==> src/rtl/dclpn_pkg.sv <==
// ----------------------------------------------------------------------------
// dclpn_pkg
// Shared types and constants of the LED string packet node.
// ----------------------------------------------------------------------------
package dclpn_pkg;

	localparam int unsigned BYTE_W = 8;

	// Byte positions within a frame
	localparam logic [BYTE_W-1:0] POS_COUNT      = 8'd1;
	localparam logic [BYTE_W-1:0] POS_RED        = 8'd2;
	localparam logic [BYTE_W-1:0] POS_GREEN      = 8'd3;
	localparam logic [BYTE_W-1:0] POS_BLUE       = 8'd4;
	localparam logic [BYTE_W-1:0] FIRST_PASS_POS = 8'd5;
	localparam logic [BYTE_W-1:0] POS_MAX        = 8'd255;

	// Duty bytes taken out of the frame by each node
	localparam logic [BYTE_W-1:0] DUTY_BYTES     = 8'd3;

	// Input register contents handed to the relay logic
	typedef struct packed {
		logic              vld;
		logic [BYTE_W-1:0] rx_byte;
	} stage_t;

	// One result transaction
	typedef struct packed {
		logic              send;
		logic [BYTE_W-1:0] tx_byte;
		logic              frame_end;
		logic [BYTE_W-1:0] red_duty;
		logic [BYTE_W-1:0] green_duty;
		logic [BYTE_W-1:0] blue_duty;
	} result_t;

endpackage

==> src/rtl/dclpn_in_if.sv <==
// ----------------------------------------------------------------------------
// dclpn_in_if
// Received-byte channel: valid/ready handshake with one byte of payload.
// ----------------------------------------------------------------------------
interface dclpn_in_if;
	logic       valid;
	logic       ready;
	logic [7:0] rx_byte;

	modport source (output valid, output rx_byte, input ready);
	modport sink   (input valid, input rx_byte, output ready);
endinterface

==> src/rtl/dclpn_out_if.sv <==
// ----------------------------------------------------------------------------
// dclpn_out_if
// Result channel: valid/ready handshake carrying the forwarded byte,
// the frame-end flag and the applied duties.
// ----------------------------------------------------------------------------
interface dclpn_out_if;
	logic       valid;
	logic       ready;
	logic       send;
	logic [7:0] tx_byte;
	logic       frame_end;
	logic [7:0] red_duty;
	logic [7:0] green_duty;
	logic [7:0] blue_duty;

	modport source (output valid, output send, output tx_byte, output frame_end,
		output red_duty, output green_duty, output blue_duty, input ready);
	modport sink   (input valid, input send, input tx_byte, input frame_end,
		input red_duty, input green_duty, input blue_duty, output ready);
endinterface

==> src/rtl/daisy_chain_led_packet_node_core.sv <==
// ----------------------------------------------------------------------------
// daisy_chain_led_packet_node_core
// Packet relay node of a daisy-chained RGB LED string.
// ----------------------------------------------------------------------------
// Every received byte gives exactly one result transaction. The node accepts
// one byte per clock cycle sustained while the result channel is ready; a
// byte passes through the input register and then the result register,
// with the frame-tracking logic between them. The first byte of a frame is
// forwarded as the count minus three, bytes two to four are stored as
// pending red, green and blue duties (send low, tx_byte zero), and later
// bytes pass unchanged. On the byte whose position equals the count,
// frame_end rises and the pending duties are applied; the duties on each
// result are the values after that byte. A count of zero never ends a
// frame. Backpressure on the result channel stalls both registers.
// ----------------------------------------------------------------------------
module daisy_chain_led_packet_node_core (
	input  logic        clk,
	input  logic        arst_n,
	dclpn_in_if.sink    upstream,
	dclpn_out_if.source downstream
);

	dclpn_pkg::stage_t  stage;
	dclpn_pkg::result_t result;
	dclpn_pkg::result_t result_q;
	logic               out_vld_q;
	logic               advance;

	// Move the held byte when the result register is free or draining
	assign advance = stage.vld && (!out_vld_q || downstream.ready);

	dclpn_in_stage u_in_stage (
		.clk      (clk),
		.arst_n   (arst_n),
		.upstream (upstream),
		.advance  (advance),
		.stage    (stage)
	);

	dclpn_relay u_relay (
		.clk     (clk),
		.arst_n  (arst_n),
		.stage   (stage),
		.advance (advance),
		.result  (result)
	);

	// Result register occupancy
	always_ff @(posedge clk or negedge arst_n) begin
		if (!arst_n) begin
			out_vld_q <= 1'b0;
		end else if (advance) begin
			out_vld_q <= 1'b1;
		end else if (downstream.ready) begin
			out_vld_q <= 1'b0;
		end
	end

	// Result payload
	always_ff @(posedge clk) begin
		if (advance) begin
			result_q <= result;
		end
	end

	assign downstream.valid      = out_vld_q;
	assign downstream.send       = result_q.send;
	assign downstream.tx_byte    = result_q.tx_byte;
	assign downstream.frame_end  = result_q.frame_end;
	assign downstream.red_duty   = result_q.red_duty;
	assign downstream.green_duty = result_q.green_duty;
	assign downstream.blue_duty  = result_q.blue_duty;

endmodule

==> src/rtl/dclpn_in_stage.sv <==
// ----------------------------------------------------------------------------
// dclpn_in_stage
// Input register: captures one received byte per transaction and holds it
// until the relay logic consumes it.
// ----------------------------------------------------------------------------
module dclpn_in_stage (
	input  logic              clk,
	input  logic              arst_n,
	dclpn_in_if.sink          upstream,
	input  logic              advance,
	output dclpn_pkg::stage_t stage
);

	logic                          vld_s1;
	logic [dclpn_pkg::BYTE_W-1:0]  rx_byte_s1;
	logic                          load;

	// Accept when empty or when the held byte moves on this cycle
	assign upstream.ready = !vld_s1 || advance;
	assign load           = upstream.valid && upstream.ready;

	// Track occupancy
	always_ff @(posedge clk or negedge arst_n) begin
		if (!arst_n) begin
			vld_s1 <= 1'b0;
		end else if (load) begin
			vld_s1 <= 1'b1;
		end else if (advance) begin
			vld_s1 <= 1'b0;
		end
	end

	// Capture payload
	always_ff @(posedge clk) begin
		if (load) begin
			rx_byte_s1 <= upstream.rx_byte;
		end
	end

	assign stage.vld     = vld_s1;
	assign stage.rx_byte = rx_byte_s1;

endmodule

==> src/rtl/dclpn_relay.sv <==
// ----------------------------------------------------------------------------
// dclpn_relay
// Frame tracking: position counter, stored count, pending and applied
// duties, and the per-byte forward decision.
// ----------------------------------------------------------------------------
module dclpn_relay (
	input  logic               clk,
	input  logic               arst_n,
	input  dclpn_pkg::stage_t  stage,
	input  logic               advance,
	output dclpn_pkg::result_t result
);

	logic [dclpn_pkg::BYTE_W-1:0] pos_q;
	logic [dclpn_pkg::BYTE_W-1:0] total_q;
	logic [dclpn_pkg::BYTE_W-1:0] pend_red_q, pend_green_q, pend_blue_q;
	logic [dclpn_pkg::BYTE_W-1:0] app_red_q, app_green_q, app_blue_q;

	logic [dclpn_pkg::BYTE_W-1:0] pos_d;
	logic [dclpn_pkg::BYTE_W-1:0] total_d;
	logic [dclpn_pkg::BYTE_W-1:0] pend_red_d, pend_green_d, pend_blue_d;
	logic [dclpn_pkg::BYTE_W-1:0] app_red_d, app_green_d, app_blue_d;
	logic                         send;
	logic [dclpn_pkg::BYTE_W-1:0] tx_byte;
	logic                         fend;

	// Decode the byte's place in the frame
	always_comb begin
		total_d      = total_q;
		pend_red_d   = pend_red_q;
		pend_green_d = pend_green_q;
		pend_blue_d  = pend_blue_q;
		send         = 1'b1;
		tx_byte      = stage.rx_byte;
		unique case (pos_q)
			dclpn_pkg::POS_COUNT: begin
				total_d = stage.rx_byte;
				tx_byte = stage.rx_byte - dclpn_pkg::DUTY_BYTES;
			end
			dclpn_pkg::POS_RED: begin
				pend_red_d = stage.rx_byte;
				send       = 1'b0;
				tx_byte    = '0;
			end
			dclpn_pkg::POS_GREEN: begin
				pend_green_d = stage.rx_byte;
				send         = 1'b0;
				tx_byte      = '0;
			end
			dclpn_pkg::POS_BLUE: begin
				pend_blue_d = stage.rx_byte;
				send        = 1'b0;
				tx_byte     = '0;
			end
			default: begin
				send    = 1'b1;
				tx_byte = stage.rx_byte;
			end
		endcase
	end

	// End the frame when the position reaches the count; else advance and saturate
	always_comb begin
		fend        = (pos_q == total_d);
		app_red_d   = app_red_q;
		app_green_d = app_green_q;
		app_blue_d  = app_blue_q;
		if (fend) begin
			app_red_d   = pend_red_d;
			app_green_d = pend_green_d;
			app_blue_d  = pend_blue_d;
			pos_d       = dclpn_pkg::POS_COUNT;
		end else if (pos_q != dclpn_pkg::POS_MAX) begin
			pos_d = pos_q + 8'd1;
		end else begin
			pos_d = pos_q;
		end
	end

	// Commit state when the byte moves to the result register
	always_ff @(posedge clk or negedge arst_n) begin
		if (!arst_n) begin
			pos_q        <= dclpn_pkg::POS_COUNT;
			total_q      <= '0;
			pend_red_q   <= '0;
			pend_green_q <= '0;
			pend_blue_q  <= '0;
			app_red_q    <= '0;
			app_green_q  <= '0;
			app_blue_q   <= '0;
		end else if (advance) begin
			pos_q        <= pos_d;
			total_q      <= total_d;
			pend_red_q   <= pend_red_d;
			pend_green_q <= pend_green_d;
			pend_blue_q  <= pend_blue_d;
			app_red_q    <= app_red_d;
			app_green_q  <= app_green_d;
			app_blue_q   <= app_blue_d;
		end
	end

	assign result.send       = send;
	assign result.tx_byte    = tx_byte;
	assign result.frame_end  = fend;
	assign result.red_duty   = app_red_d;
	assign result.green_duty = app_green_d;
	assign result.blue_duty  = app_blue_d;

`ifndef ASSERT_OFF
	a_pos_nonzero: assert property (@(posedge clk) disable iff (!arst_n)
		pos_q != '0)
		else $error("position counter reached zero");

	a_end_restarts: assert property (@(posedge clk) disable iff (!arst_n)
		advance && fend |=> pos_q == dclpn_pkg::POS_COUNT)
		else $error("frame end did not restart the position");

	a_duties_hold: assert property (@(posedge clk) disable iff (!arst_n)
		advance && !fend |=> $stable(app_red_q) && $stable(app_green_q)
			&& $stable(app_blue_q))
		else $error("applied duties changed without a frame end");

	a_quiet_tx: assert property (@(posedge clk) disable iff (!arst_n)
		!send |-> tx_byte == '0 && pos_q != dclpn_pkg::POS_COUNT)
		else $error("duty byte leaked downstream");
`endif

endmodule
==> src/flat_wrapper.sv <==
// flat-port wrapper written by rule: the top's interface ports become plain ports
module daisy_chain_led_packet_node_core_flat 
  (clk, arst_n, upstream_valid, upstream_rx_byte, upstream_ready, downstream_valid, downstream_send, downstream_tx_byte, downstream_frame_end, downstream_red_duty, downstream_green_duty, downstream_blue_duty, downstream_ready);
  dclpn_in_if upstream_i ();
  dclpn_out_if downstream_i ();
  input  logic clk;
  input  logic arst_n;
  input wire logic [$bits(upstream_i.valid)-1:0] upstream_valid;
  input wire logic [$bits(upstream_i.rx_byte)-1:0] upstream_rx_byte;
  output wire logic [$bits(upstream_i.ready)-1:0] upstream_ready;
  output wire logic [$bits(downstream_i.valid)-1:0] downstream_valid;
  output wire logic [$bits(downstream_i.send)-1:0] downstream_send;
  output wire logic [$bits(downstream_i.tx_byte)-1:0] downstream_tx_byte;
  output wire logic [$bits(downstream_i.frame_end)-1:0] downstream_frame_end;
  output wire logic [$bits(downstream_i.red_duty)-1:0] downstream_red_duty;
  output wire logic [$bits(downstream_i.green_duty)-1:0] downstream_green_duty;
  output wire logic [$bits(downstream_i.blue_duty)-1:0] downstream_blue_duty;
  input wire logic [$bits(downstream_i.ready)-1:0] downstream_ready;
  assign upstream_i.valid = upstream_valid;
  assign upstream_i.rx_byte = upstream_rx_byte;
  assign upstream_ready = upstream_i.ready;
  assign downstream_valid = downstream_i.valid;
  assign downstream_send = downstream_i.send;
  assign downstream_tx_byte = downstream_i.tx_byte;
  assign downstream_frame_end = downstream_i.frame_end;
  assign downstream_red_duty = downstream_i.red_duty;
  assign downstream_green_duty = downstream_i.green_duty;
  assign downstream_blue_duty = downstream_i.blue_duty;
  assign downstream_i.ready = downstream_ready;
  daisy_chain_led_packet_node_core u_core (.clk(clk), .arst_n(arst_n), .upstream(upstream_i), .downstream(downstream_i));
endmodule
==> config.mk <==
export PLATFORM = sky130hd
export DESIGN_NAME = daisy_chain_led_packet_node_core_flat
export DESIGN_NICKNAME = d
export VERILOG_FILES = /design/src/rtl/dclpn_pkg.sv /design/src/rtl/dclpn_in_if.sv /design/src/rtl/dclpn_out_if.sv /design/src/rtl/daisy_chain_led_packet_node_core.sv /design/src/rtl/dclpn_in_stage.sv /design/src/rtl/dclpn_relay.sv /design/src/flat_wrapper.sv
export SDC_FILE = /design/constraint.sdc
export NUM_CORES = 1
export LEC_CHECK = 0
export BUFFER_PORTS_ARGS = -buffer_cell sky130_fd_sc_hd__buf_2
export CAP_MARGIN = 20
export CORE_MARGIN = 4
export CORE_UTILIZATION = 59
export DETAILED_ROUTE_END_ITERATION = 7
export PLACE_DENSITY = 0.77
export SLEW_MARGIN = 15
export SYNTH_ARGS = -nofsm -noshare
export SYNTH_HDL_FRONTEND = slang
export SYNTH_SLANG_ARGS = --single-unit
==> constraint.sdc <==
create_clock -name clk -period 3.9 [get_ports clk]
set_input_delay 0.78 -clock clk [delete_from_list [all_inputs] [get_ports clk]]
set_output_delay 0.78 -clock clk [all_outputs]
set_load 0.05 [all_outputs]
==> metrics.md, run 1 <==
| Metric | Value |
|---|---|
| Fmax | `330 MHz` |
| Worst relative slew slack | `43.9%` |
| DRT iter0 DRCs | `between 150 and 200` |
| Drt pass-1 iters | `4` |
| PwrDens | `416 nW/um^2` |
| Pins over their slew limit | `0` |
| Max-Cap Viols | `0` |
| Kind of critical path | `reg -> reg` |
| Pwr Total | `between 0.002 and 0.0025 W` |
| Unique masters post-synth | `50` |
| Global-route wire length before repair | `about 17000 um` |
| Cell Rows | `33` |
| DRC | `0` |
| Synthesized cell area | `5010 sq um` |
| Vias in the first global route | `3205` |
| Initial antenna violation count | `0` |
| Fin crit period | `3030 ps` |
| Setup Fix Bufs, Post-CTS | `0` |
| Growth of design area from synthesis to finish | `10.6%` |
| Run status | `finished clean` |
| Fin cells | `527` |
| Routability congestion estimate | `0.963` |
| Post-layout nets | `434` |
| Largest net degree at the start of global routing | `36` |
| Ys async rst share | `around 61%` |
| Hold_ws | `499 ps` |
| TritonCTS Buffers | `9` |
| #FFs+latches synth | `108` |
| Clock sink count | `108` |
| Die W | `100 um` |
| Die ar. | `about 10000 sq um` |
| Worst vdd ir | `0.000212 V` |
| Worst endpoint required time | `4040 ps` |
| CTS tree | `yes` |
| Sequential share of the synthesized area | `58.2%` |
| IO Pins | `48` |
| Compound-Gate Fraction of Synth Area | `under 10%` |
| Starting Density | `60.7%` |
| Fin util | `67.1%` |
| Adder-Cell Fraction of Synth Area | `between 1 and 1.5%` |
| EDFF count, synth | `42` |
| H-tree level count | `3` |
| Clk_skew | `12.3 ps` |
| Vias | `3105` |
| Clk pin slew, worst setup/hold paths | `110 ps` |
| Finish-stage setup viols | `0` |
| RSZ-0062 raised after global routing | `false` |
| ANT cells | `0` |
| Leakage | `2.52 nW` |
| Largest family of logic cells by synthesized area | `multiplexers` |
| GRT Total Usage | `21.8%` |
| Commonest non-fill, non-tap cell in the layout | `mux2_2` |
| Main flop type after synthesis | `dfrtp_1` |
| Latest clock arrival within the worst-skew pair | `roughly 380 ps` |
| Top cells by area, synth | `dfrtp_1 32%, edfxtp_1 25%, mux2_2 21%` |
| Chip height | `100 um` |
| Area leader, netlist | `dfrtp_1` |
| Core ar. | `a little over 8000 sq um` |
| Max FO, Critical Path | `16` |
| Clk buf depth | `2` |
| Fin. Hold Viols | `0` |
| Measured slew at the worst slew-check pin | `841 ps` |
| Nature of the critical path startpoint | `flip-flop` |
| Net Count, Synth | `~390` |
| DP Wirelength | `6940 um` |
| Post-Synthesis Cells | `about 370` |
| Port bufs | `47` |
| Hold_buf cts | `0` |
| XOR/XNOR share of the synthesized area | `1.05%` |
| DRT antenna net count | `0` |
| Vias per inst | `5.89` |
| Ratio of cells with drive above 1 in the final layout | `between 40 and 50%` |
| Syn Area/Cell | `13.6 sq um` |
| Synth warn | `0` |
| CTS resizes | `0` |
| GR Overflow Total | `0` |
| Root buf cell | `clkbuf_8` |
| Critical Path Sink Type | `flip-flop` |
| Mux contribution to synthesized area | `~23%` |
| GRT Max-Usage Layer | `met2` |
| GR Util met3 | `4.93%` |
| Met2 Use GR | `36.2%` |
| Most used cells in the layout excluding fill and tap cells | `95 x mux2_2, 65 x dfrtp_1, 47 x buf_2, 42 x edfxtp_1, 34 x nand2_1` |
| Final Cycle Share | `77.7%` |
| Post-Route WL | `between 10000 and 15000 um` |
| Top cell type's share of synthesized area | `about 32%` |
| Fin Setup TNS | `0 ps` |
| Arr. time, crit path | `roughly 3200 ps` |
| Met1 usage | `28.0%` |
| Placed cells | `about 500` |
| Synth Area in Simple Gates | `8.66%` |
| Per-cell routed wire length | `19.3 um` |
| Worst hold path class | `in -> async` |
-- metal layers --
layer / up-vias / wire [um]
met3: 21 / 565
met5: - / 0
met1: 1559 / 4230
met2: 92 / 5150
li1: 1433 / -
met4: 0 / 216
-- critical path, stage by stage (launching register included) --
cell and delay, ps:
dfstp_2 610, ha_1 230, or3b_2 510, nor2_4 240, nand3_2 190, a211oi_4 320
buf_4 300, mux2_2 390
-- per-stage QoR --
step	worst slack, ps	area [sq um]
after floorplan	889	5010
after global placement	934	5350
after detailed placement	896	5350
after CTS	885	5540
after global routing	688	5540
final	871	5540
-- layout make-up --
cell class                 instances  area [sq um]
sequential                       108          2910
fill                             624          2720
multi-input combinational        231          1950
timing repair buffer              59           325
tap                              105           131
clock buffer                       9           124
clock inverter                     7          62.6
inverter                           8          30.0
-- cells by family (layout without fill, tap and decap cells) --
family                   after synthesis  in the layout
flip-flops                           108            108
multiplexers                         102            102
AND/OR/NAND/NOR                       85             85
AO/OA/AOI/OAI                         33             33
buffers and inverters                 30             83
XOR/XNOR                               6              6
adder cells (fa/ha/maj)                5              5
-- sequential cells by signal, summed over array words and instances, names as in the netlist, 8 cells and up --
| name | cells |
|---|---|
| u_core.u_relay.app_green_q | 8 |
| u_core.u_relay.app_red_q | 8 |
| u_core.downstream.green_duty | 8 |
| u_core.u_relay.pend_blue_q | 8 |
| u_core.u_relay.pos_q | 8 |
| u_core.u_relay.pend_green_q | 8 |
| u_core.downstream.tx_byte | 8 |
| u_core.u_relay.total_q | 8 |
| u_core.u_relay.pend_red_q | 8 |
| u_core.u_relay.app_blue_q | 8 |
| u_core.u_in_stage.rx_byte_s1 | 8 |
| u_core.downstream.blue_duty | 8 |
| u_core.downstream.red_duty | 8 |
-- power breakdown --
group	switching, W	internal [W]	total, W	leakage [nW]
clock network	0.000397	0.000241	0.000638	0.0902
registers	0.0000845	0.00124	0.00133	1.31
logic	0.000237	0.000103	0.000340	1.12
total	0.000719	0.00159	0.00230	2.52
-- cells in the mapped netlist (3+ instances only) --
library cell   n
a21oi_1        3
buf_2          7
clkbuf_1      11
dfrtp_1       65
edfxtp_1      42
ha_1           5
inv_1          7
mux2_1         5
mux2_2        95
nand2_1       34
nand2b_1       5
nand3_1        3
nand3b_1       3
nand4_1        5
nor2_1        10
nor2b_1        4
nor3_1         8
o21ai_0       13
o31ai_1        4
xor2_1         4
-- worst paths after layout --
| kind | cells past startpoint | end | slack [ps] | from |
|---|---|---|---|---|
| worst max-delay path | 7 | u_core.downstream.green_duty[5] | 870 | u_core.u_relay.pos_q[0] |
| worst max register to register | 7 | u_core.downstream.green_duty[5] | 870 | u_core.u_relay.pos_q[0] |
| min in group clk | 1 | u_core.u_relay.app_green_q[4] | 500 | u_core.u_relay.app_green_q[4] |
| worst min-delay path | 1 | u_core.u_relay.app_red_q[3] | 500 | arst_n |
| max in group asynchronous | 2 | u_core.u_relay.pos_q[7] | 2640 | arst_n |
| worst min register to register | 1 | u_core.u_relay.app_green_q[4] | 500 | u_core.u_relay.app_green_q[4] |
(Power assumes the default switching activity.)
==> run 2: changes to the inputs <==
- ABC_AREA: default -> 1
- CORE_UTILIZATION: 59 -> 54
- PLACE_DENSITY: 0.77 -> 0.74
- clock period: 3.9 -> 2.6 ns (I/O delays scaled with it)
==> run 2 against run 1 <==
Compared with the run above:
- final area rose by 7.2%
- flip-flop and latch count did not move
- utilization fell by 3.4 points
- via count rose by 37%
- hold slack got worse by 360 ps
- routed wire length rose by 13%
==> metrics.md, run 2 <==
| Metric | Value |
|---|---|
| Run status | `finished clean (unchanged)` |
| Fin. Hold Viols | `0 (unchanged)` |
| RSZ-0062 raised after global routing | `false (unchanged)` |
| Slowest cell on crit path | `dfstp_2 (unchanged)` |
| EDFF count, synth | `42 (unchanged)` |
| Clock sink count | `108 (unchanged)` |
| Finish-stage setup viols | `0 (unchanged)` |
| Fmax | `409 MHz (was 330 MHz)` |
| Growth of design area from synthesis to finish | `13.5% (was 10.6%)` |
| Leakage | `2.90 nW (was 2.52 nW)` |
| CP peak stage delay | `550 ps (was 610 ps)` |
| Post-Route WL | `11500 um (was 10200 um)` |
| Net Count, Synth | `623 (was 386)` |
| Most numerous cell in the Yosys netlist | `nand2_1 (was mux2_2)` |
| Worst relative slew slack | `50.0% (was 43.9%)` |
| GR Overflow Total | `0 (unchanged)` |
| Core ar. | `9330 sq um (was 8260 sq um)` |
| Clk_skew | `10.8 ps (was 12.3 ps)` |
| Top cells by area, synth | `dfrtp_1 31%, edfxtp_1 24%, nand2_1 14% (was dfrtp_1 32%, edfxtp_1 25%, mux2_2 21%)` |
| Worst hold path class | `in -> async (unchanged)` |
| Arr. time, crit path | `2590 ps (was 3170 ps)` |
| Global-route wire length before repair | `19100 um (was 16700 um)` |
| TritonCTS Buffers | `9 (unchanged)` |
| Chip height | `106 um (was 100 um)` |
| CP most frequent cell | `nand2_1` |
| Final Cycle Share | `94.1% (was 77.7%)` |
| Nature of the critical path startpoint | `flip-flop (unchanged)` |
| R2R Path End | `u_core.downstream.red_duty[3] (was u_core.downstream.green_duty[5])` |
| ANT cells | `0 (unchanged)` |
| Synthesized cell area | `5240 sq um (was 5010 sq um)` |
| R2R Setup Slk | `150 ps (was 870 ps)` |
| Fin Setup TNS | `0 ps (unchanged)` |
| DRT antenna net count | `0 (unchanged)` |
| Largest net degree at the start of global routing | `84 (was 36)` |
| Cell Chain, Critical Path | `ha_1, nand2_2, nor2_4, buf_4, nand2_1, nand2_1, nand2_1, nand2_1, nand2_1, nor2_4, buf_12, nand3_1, and2_1 (was ha_1, or3b_2, nor2_4, nand3_2, a211oi_4, buf_4, mux2_2)` |
| Port bufs | `47 (unchanged)` |
| Met2 Use GR | `35.1% (was 36.2%)` |
| Starting Density | `56.1% (was 60.7%)` |
| Post-layout nets | `678 (was 434)` |
| Latest clock arrival within the worst-skew pair | `380 ps (about the same)` |
| Per-cell routed wire length | `14.5 um (was 19.3 um)` |
| Clk buf depth | `2 (unchanged)` |
| Cell Rows | `35 (was 33)` |
| Most used cells in the layout excluding fill and tap cells | `193 x nand2_1, 68 x nand3_1, 65 x dfrtp_1, 56 x inv_1, 56 x o21ai_0 (was 95 x mux2_2, 65 x dfrtp_1, 47 x buf_2, 42 x edfxtp_1, 34 x nand2_1)` |
| CTS tree | `yes (unchanged)` |
| DRC | `0 (unchanged)` |
| IO Pins | `48 (unchanged)` |
| Pwr Total | `0.00654 W (was 0.00230 W)` |
| Sequential share of the synthesized area | `55.7% (was 58.2%)` |
| Worst vdd ir | `0.000448 V (was 0.000212 V)` |
| DRT iter0 DRCs | `321 (was 169)` |
| Commonest cells in the netlist | `194 x nand2_1, 68 x nand3_1, 65 x dfrtp_1 (was 95 x mux2_2, 65 x dfrtp_1, 42 x edfxtp_1)` |
| Main flop type after synthesis | `dfrtp_1 (unchanged)` |
| #FFs+latches synth | `108 (unchanged)` |
| Top cell type's share of synthesized area | `31.1% (was 32.5%)` |
| Unique masters post-synth | `29 (was 50)` |
| Worst r2r path cells | `13 (was 7)` |
| Vias per inst | `5.34 (was 5.89)` |
| Ys async rst share | `61.1% (unchanged)` |
| Initial antenna violation count | `0 (unchanged)` |
| Syn Area/Cell | `8.64 sq um (was 13.6 sq um)` |
| Critical Path Sink Type | `flip-flop (unchanged)` |
| Met1 usage | `28.2% (was 28.0%)` |
| Worst R2R Start | `u_core.u_relay.pos_q[0] (unchanged)` |
| Area leader, netlist | `dfrtp_1 (unchanged)` |
| Clk pin slew, worst setup/hold paths | `110 ps (about the same)` |
| Die ar. | `11300 sq um (was 10000 sq um)` |
| Root buf cell | `clkbuf_8 (unchanged)` |
| Commonest non-fill, non-tap cell in the layout | `nand2_1 (was mux2_2)` |
| Max FO, Critical Path | `24 (was 16)` |
| Measured slew at the worst slew-check pin | `750 ps (was 841 ps)` |
| Hold_buf cts | `0 (unchanged)` |
| Vias in the first global route | `4071 (was 3205)` |
| Fin crit period | `2450 ps (was 3030 ps)` |
| Synth warn | `0 (unchanged)` |
| H-tree level count | `3 (unchanged)` |
| Routability congestion estimate | `0.882 (was 0.963)` |
| Drt pass-1 iters | `5 (was 4)` |
| GRT Max-Usage Layer | `met2 (unchanged)` |
| Pins over their slew limit | `0 (unchanged)` |
| PwrDens | `1100 nW/um^2 (was 416 nW/um^2)` |
| Post-Synthesis Cells | `606 (was 369)` |
| Ratio of cells with drive above 1 in the final layout | `15.3% (was 43.4%)` |
| Kind of critical path | `reg -> reg (unchanged)` |
| Worst endpoint required time | `2740 ps (was 4040 ps)` |
| Vias | `4243 (was 3105)` |
| Die W | `106 um (was 100 um)` |
| DP Wirelength | `7660 um (was 6940 um)` |
| GR Util met3 | `3.22% (was 4.93%)` |
| GRT Total Usage | `21.1% (was 21.8%)` |
| Max-Cap Viols | `0 (unchanged)` |
run 2: cell count changes after synthesis, moves of 23 or more:
cell     previous run  this run
and2_1              1        24
inv_1               7        58
o21ai_0            13        56
nand3_1             3        68
nand2_1            34       194
mux2_2             95         0
run 2: worst max-delay path by stage:
stage	start	endpoint	slack [ps]	depth (start not counted)
3_5_place_dp	u_core.u_relay.pos_q[0]	u_core.downstream.red_duty[3]	160	12
5_1_grt	u_core.u_relay.pos_q[0]	u_core.downstream.red_duty[3]	5	13
4_1_cts	u_core.u_relay.pos_q[0]	u_core.downstream.red_duty[3]	140	12
6_report	u_core.u_relay.pos_q[0]	u_core.downstream.red_duty[3]	150	13
3_3_place_gp	u_core.u_relay.pos_q[0]	u_core.downstream.red_duty[5]	200	12
2_1_floorplan	u_core.u_relay.pos_q[0]	u_core.downstream.blue_duty[4]	350	13
run 2: worst max-delay path, delay by kind of cell, from the launching register on:
kind	cells	cell delay (ps)
buf+inv	2	330
simple gates	10	1130
flops	1	550
fa+ha+maj	1	180
run 2: layout make-up:
class | instances | area (sq um)
sequential | 108 | 2910
clock buffer | 9 | 124
fill | 762 | 3390
timing repair buffer | 69 | 493
clock inverter | 7 | 57.6
tap | 129 | 161
inverter | 62 | 233
multi-input combinational | 411 | 1960
run 2: logic make-up after synthesis:
kind of cell / after synthesis / share of synthesized area (%)
AOI/OAI and AO/OA: 68 / 6.62
xor gates and xnor gates: 7 / 1.17
buffers and inverters: 87 / 7.15
and+or+nand+nor: 331 / 28.2
adders and majority gates: 5 / 1.20
DFF: 108 / 55.7
run 2: timing repair:
| action | 4_1_cts | 5_1_grt |
|---|---|---|
| endpoints found under the setup margin | 0 | 43 |
| gates resized for setup | 0 | 2 |
| buffers inserted | 0 | 6 |
run 2: report_power, final:
part	switching, W	internal [W]
clock network	0.000611	0.000365
logic	0.00199	0.000938
registers	0.000261	0.00237
run 2: per-stage QoR:
step | cell area [sq um] | setup WS, ps | utilization, % | hold WS, ps | cells
final | 5940 | 152 | 63.7 | 143 | 795
after global routing | 5940 | 5.43 | 63.7 | 172 | 795
after CTS | 5850 | 142 | 62.7 | 164 | 788
after detailed placement | 5670 | 156 | 60.8 | 465 | 772
after global placement | 5670 | 196 | 60.8 | 461 | 772
after floorplan | 5240 | 348 | - | 224 | 606
run 2: layer usage:
metal	vias up	wire length, um
li1	2073	-
met3	15	694
met1	2023	5000
met4	0	238
met2	132	5580
met5	-	0
==> run 3: changes to the inputs <==
- ABC_AREA: 1 -> 0
- CORE_UTILIZATION: 54 -> 53
- PLACE_DENSITY: 0.74 -> 0.73
==> run 3 against run 2 <==
Compared with the run above:
- the run now ends with setup timing left
- routed wire length shrank 3.4%
- clock power up 0.9%
- flip-flop and latch count unchanged
- hold slack better by 11 ps
- maximum frequency down 6.3%
- register-to-register slack got worse by 160 ps
- worst setup slack lost 160 ps
- largest power group is now registers
==> metrics.md, run 3 (same netlist as run 1, synthesis figures left out) <==
| Metric | Value |
|---|---|
| Chip height | `105 um (was 106 um)` |
| Clk_skew | `14.7 ps (was 10.8 ps)` |
| Design area | `6080 sq um (was 5940 sq um)` |
| Ratio of cells with drive above 1 in the final layout | `49.9% (was 15.3%)` |
| Max-Cap Viols | `0 (unchanged)` |
| Drt pass-1 iters | `4 (was 5)` |
| Clock sink count | `108 (unchanged)` |
| Routability congestion estimate | `0.895 (was 0.882)` |
| Post-Place Worst Slack | `-10.0 ps (was 156 ps)` |
| Worst setup margin | `-12.4 ps (was 152 ps)` |
| Vias | `3248 (was 4243)` |
| Violated checks | `setup timing` |
| Per-cell routed wire length | `19.0 um (was 14.5 um)` |
| Core ar. | `9240 sq um (was 9330 sq um)` |
| Die W | `105 um (was 106 um)` |
| DRC | `0 (unchanged)` |
| Max FO, Critical Path | `6 (was 24)` |
| Worst vdd ir | `0.000416 V (was 0.000448 V)` |
| FILL cells | `678 (was 762)` |
| DRT iter0 DRCs | `124 (was 321)` |
| Placed instance area | `5600 sq um (was 5670 sq um)` |
| Combinational Power Share | `20.2% (was 44.8%)` |
| Cell Rows | `35 (unchanged)` |
| Fin crit period | `2610 ps (was 2450 ps)` |
| Worst r2r path cells | `8 (was 13)` |
| RSZ-0062 raised after global routing | `true (was false)` |
| Fin cells | `586 (was 795)` |
| Starting Density | `54.2% (was 56.1%)` |
| Clk buf depth | `2 (unchanged)` |
| Initial antenna violation count | `0 (unchanged)` |
| R2R Path End | `u_core.u_relay.app_blue_q[2] (was u_core.downstream.red_duty[3])` |
| Latest clock arrival within the worst-skew pair | `370 ps (was 380 ps)` |
| Die ar. | `11100 sq um (was 11300 sq um)` |
| Worst R2R Start | `u_core.u_relay.pos_q[3] (was u_core.u_relay.pos_q[0])` |
| DP Wirelength | `7110 um (was 7660 um)` |
| Critical Path Sink Type | `flip-flop (unchanged)` |
| ANT cells | `0 (unchanged)` |
| Worst relative slew slack | `57.7% (was 50.0%)` |
| DRT antenna net count | `0 (unchanged)` |
| Kind of critical path | `reg -> reg (unchanged)` |
| Pins over their slew limit | `0 (unchanged)` |
| Fmax | `383 MHz (was 409 MHz)` |
| Leakage | `2.75 nW (was 2.90 nW)` |
| Finish-stage setup viols | `4 (was 0)` |
| Vias in the first global route | `3182 (was 4071)` |
| Measured slew at the worst slew-check pin | `634 ps (was 750 ps)` |
| IO Pins | `48 (unchanged)` |
| PwrDens | `595 nW/um^2 (was 1100 nW/um^2)` |
| Worst hold path class | `in -> async (unchanged)` |
| Commonest non-fill, non-tap cell in the layout | `mux2_2 (was nand2_1)` |
| Nature of the critical path startpoint | `flip-flop (unchanged)` |
| GR Overflow Total | `0 (unchanged)` |
| CTS tree | `yes (unchanged)` |
| Net Sw Frac | `31.5% (was 43.8%)` |
| Flop pwr share | `52.6% (was 40.3%)` |
| Post-Route WL | `11100 um (was 11500 um)` |
| Port bufs | `47 (unchanged)` |
| Worst endpoint required time | `2870 ps (was 2740 ps)` |
| Critical Path Start | `u_core.u_relay.pos_q[3] (was u_core.u_relay.pos_q[0])` |
| Largest net degree at the start of global routing | `32 (was 84)` |
| Global-route wire length before repair | `16700 um (was 19100 um)` |
| Pwr Total | `0.00362 W (was 0.00654 W)` |
| GRT Total Usage | `19.3% (was 21.1%)` |
| Root buf cell | `clkbuf_8 (unchanged)` |
| H-tree level count | `3 (unchanged)` |
| Placed cells | `560 (was 772)` |
| Fin. Hold Viols | `0 (unchanged)` |
| P_sw | `0.00114 W (was 0.00287 W)` |
| Final Cycle Share | `100% (was 94.1%)` |
| Internal | `0.00248 W (was 0.00368 W)` |
| Post-layout nets | `469 (was 678)` |
| R2R Setup Slk | `-10 ps (was 150 ps)` |
| Vias per inst | `5.54 (was 5.34)` |
| TritonCTS Buffers | `9 (unchanged)` |
| Run status | `complete, but fails checks (was finished clean)` |
| Arr. time, crit path | `2880 ps (was 2590 ps)` |
| Hold_ws | `155 ps (was 143 ps)` |
| Growth of design area from synthesis to finish | `21.4% (was 13.5%)` |
| Most used cells in the layout excluding fill and tap cells | `78 x mux2_2, 65 x dfrtp_1, 47 x buf_2, 42 x edfxtp_1, 36 x buf_4 (was 193 x nand2_1, 68 x nand3_1, 65 x dfrtp_1, 56 x inv_1, 56 x o21ai_0)` |
| Clk pin slew, worst setup/hold paths | `120 ps (was 110 ps)` |
| Clk pwr share | `27.2% (was 14.9%)` |
## run 3: cell count changes in the layout (fill, tap and decap cells not counted), sizes merged, moves of 6 or more
cell	change
nor2	-13
nand3	-64
mux2	+100
inv	-56
a21oi	-6
buf	+23
and2	-23
o21ai	-43
nand2	-165
## run 3: worst max path at each step
stage                                      to  slack (ps)  depth (start not counted)
3_5_place_dp    u_core.downstream.red_duty[5]         -10                          7
6_report         u_core.u_relay.app_blue_q[2]         -10                          8
4_1_cts           u_core.u_relay.app_red_q[7]          -4                          7
3_3_place_gp   u_core.downstream.blue_duty[7]         -20                          7
2_1_floorplan  u_core.downstream.blue_duty[0]          30                          7
5_1_grt          u_core.u_relay.app_blue_q[2]         -50                          8
## run 3: what timing repair did
item                                    4_1_cts  5_1_grt
hold buffers                                  0        0
hold endpoints to repair                      0        0
buffers inserted                              0        6
endpoints found under the setup margin       15       53
pin swaps                                     0        1
cloned                                        0        4
gates resized for setup                       4       34
## run 3: worst max-delay path, cell delays in order (launching register included)
cell and delay [ps]:
dfrtp_1 400, or4_4 590, o311ai_4 220, nand4_1 230, buf_4 210, a2111oi_4 190, buf_6 190, buf_6 160
mux2_2 330
## run 3: layer usage
layer  vias up  GRT usage (%)  part of all wire [%]
li1       1511              -                     -
met4         0           5.15                   1.4
met5         -              0                     0
met1      1649           27.1                    44
met2        78           31.0                    50
met3        10           3.43                   5.3
## run 3: cell type report
class | instances | area, sq um | area share [%]
sequential | 108 | 2910 | 47.9
multi-input combinational | 231 | 2090 | 34.3
timing repair buffer | 94 | 701 | 11.5
tap | 129 | 161 | 2.65
clock buffer | 9 | 124 | 2.04
clock inverter | 7 | 66.3 | 1.09
inverter | 8 | 31.3 | 0.514
## run 3: metrics by stage
step,utilization (%),TNS (ps)
finish,65.8,-28.4
floorplan,-,0
CTS,62.8,-7.18
detailed placement,60.6,-15.3
global route,65.8,-910
global placement,60.6,-68.7
## run 3: power groups by stage
stage               Sequential [W]  Clock (W)  Combinational, W
floorplan                  0.00206          0          0.000329
global placement           0.00193          0          0.000693
detailed placement         0.00194          0          0.000698
CTS                        0.00190    0.00100          0.000698
global route               0.00191    0.00107          0.000791
finish                     0.00190   0.000985          0.000731
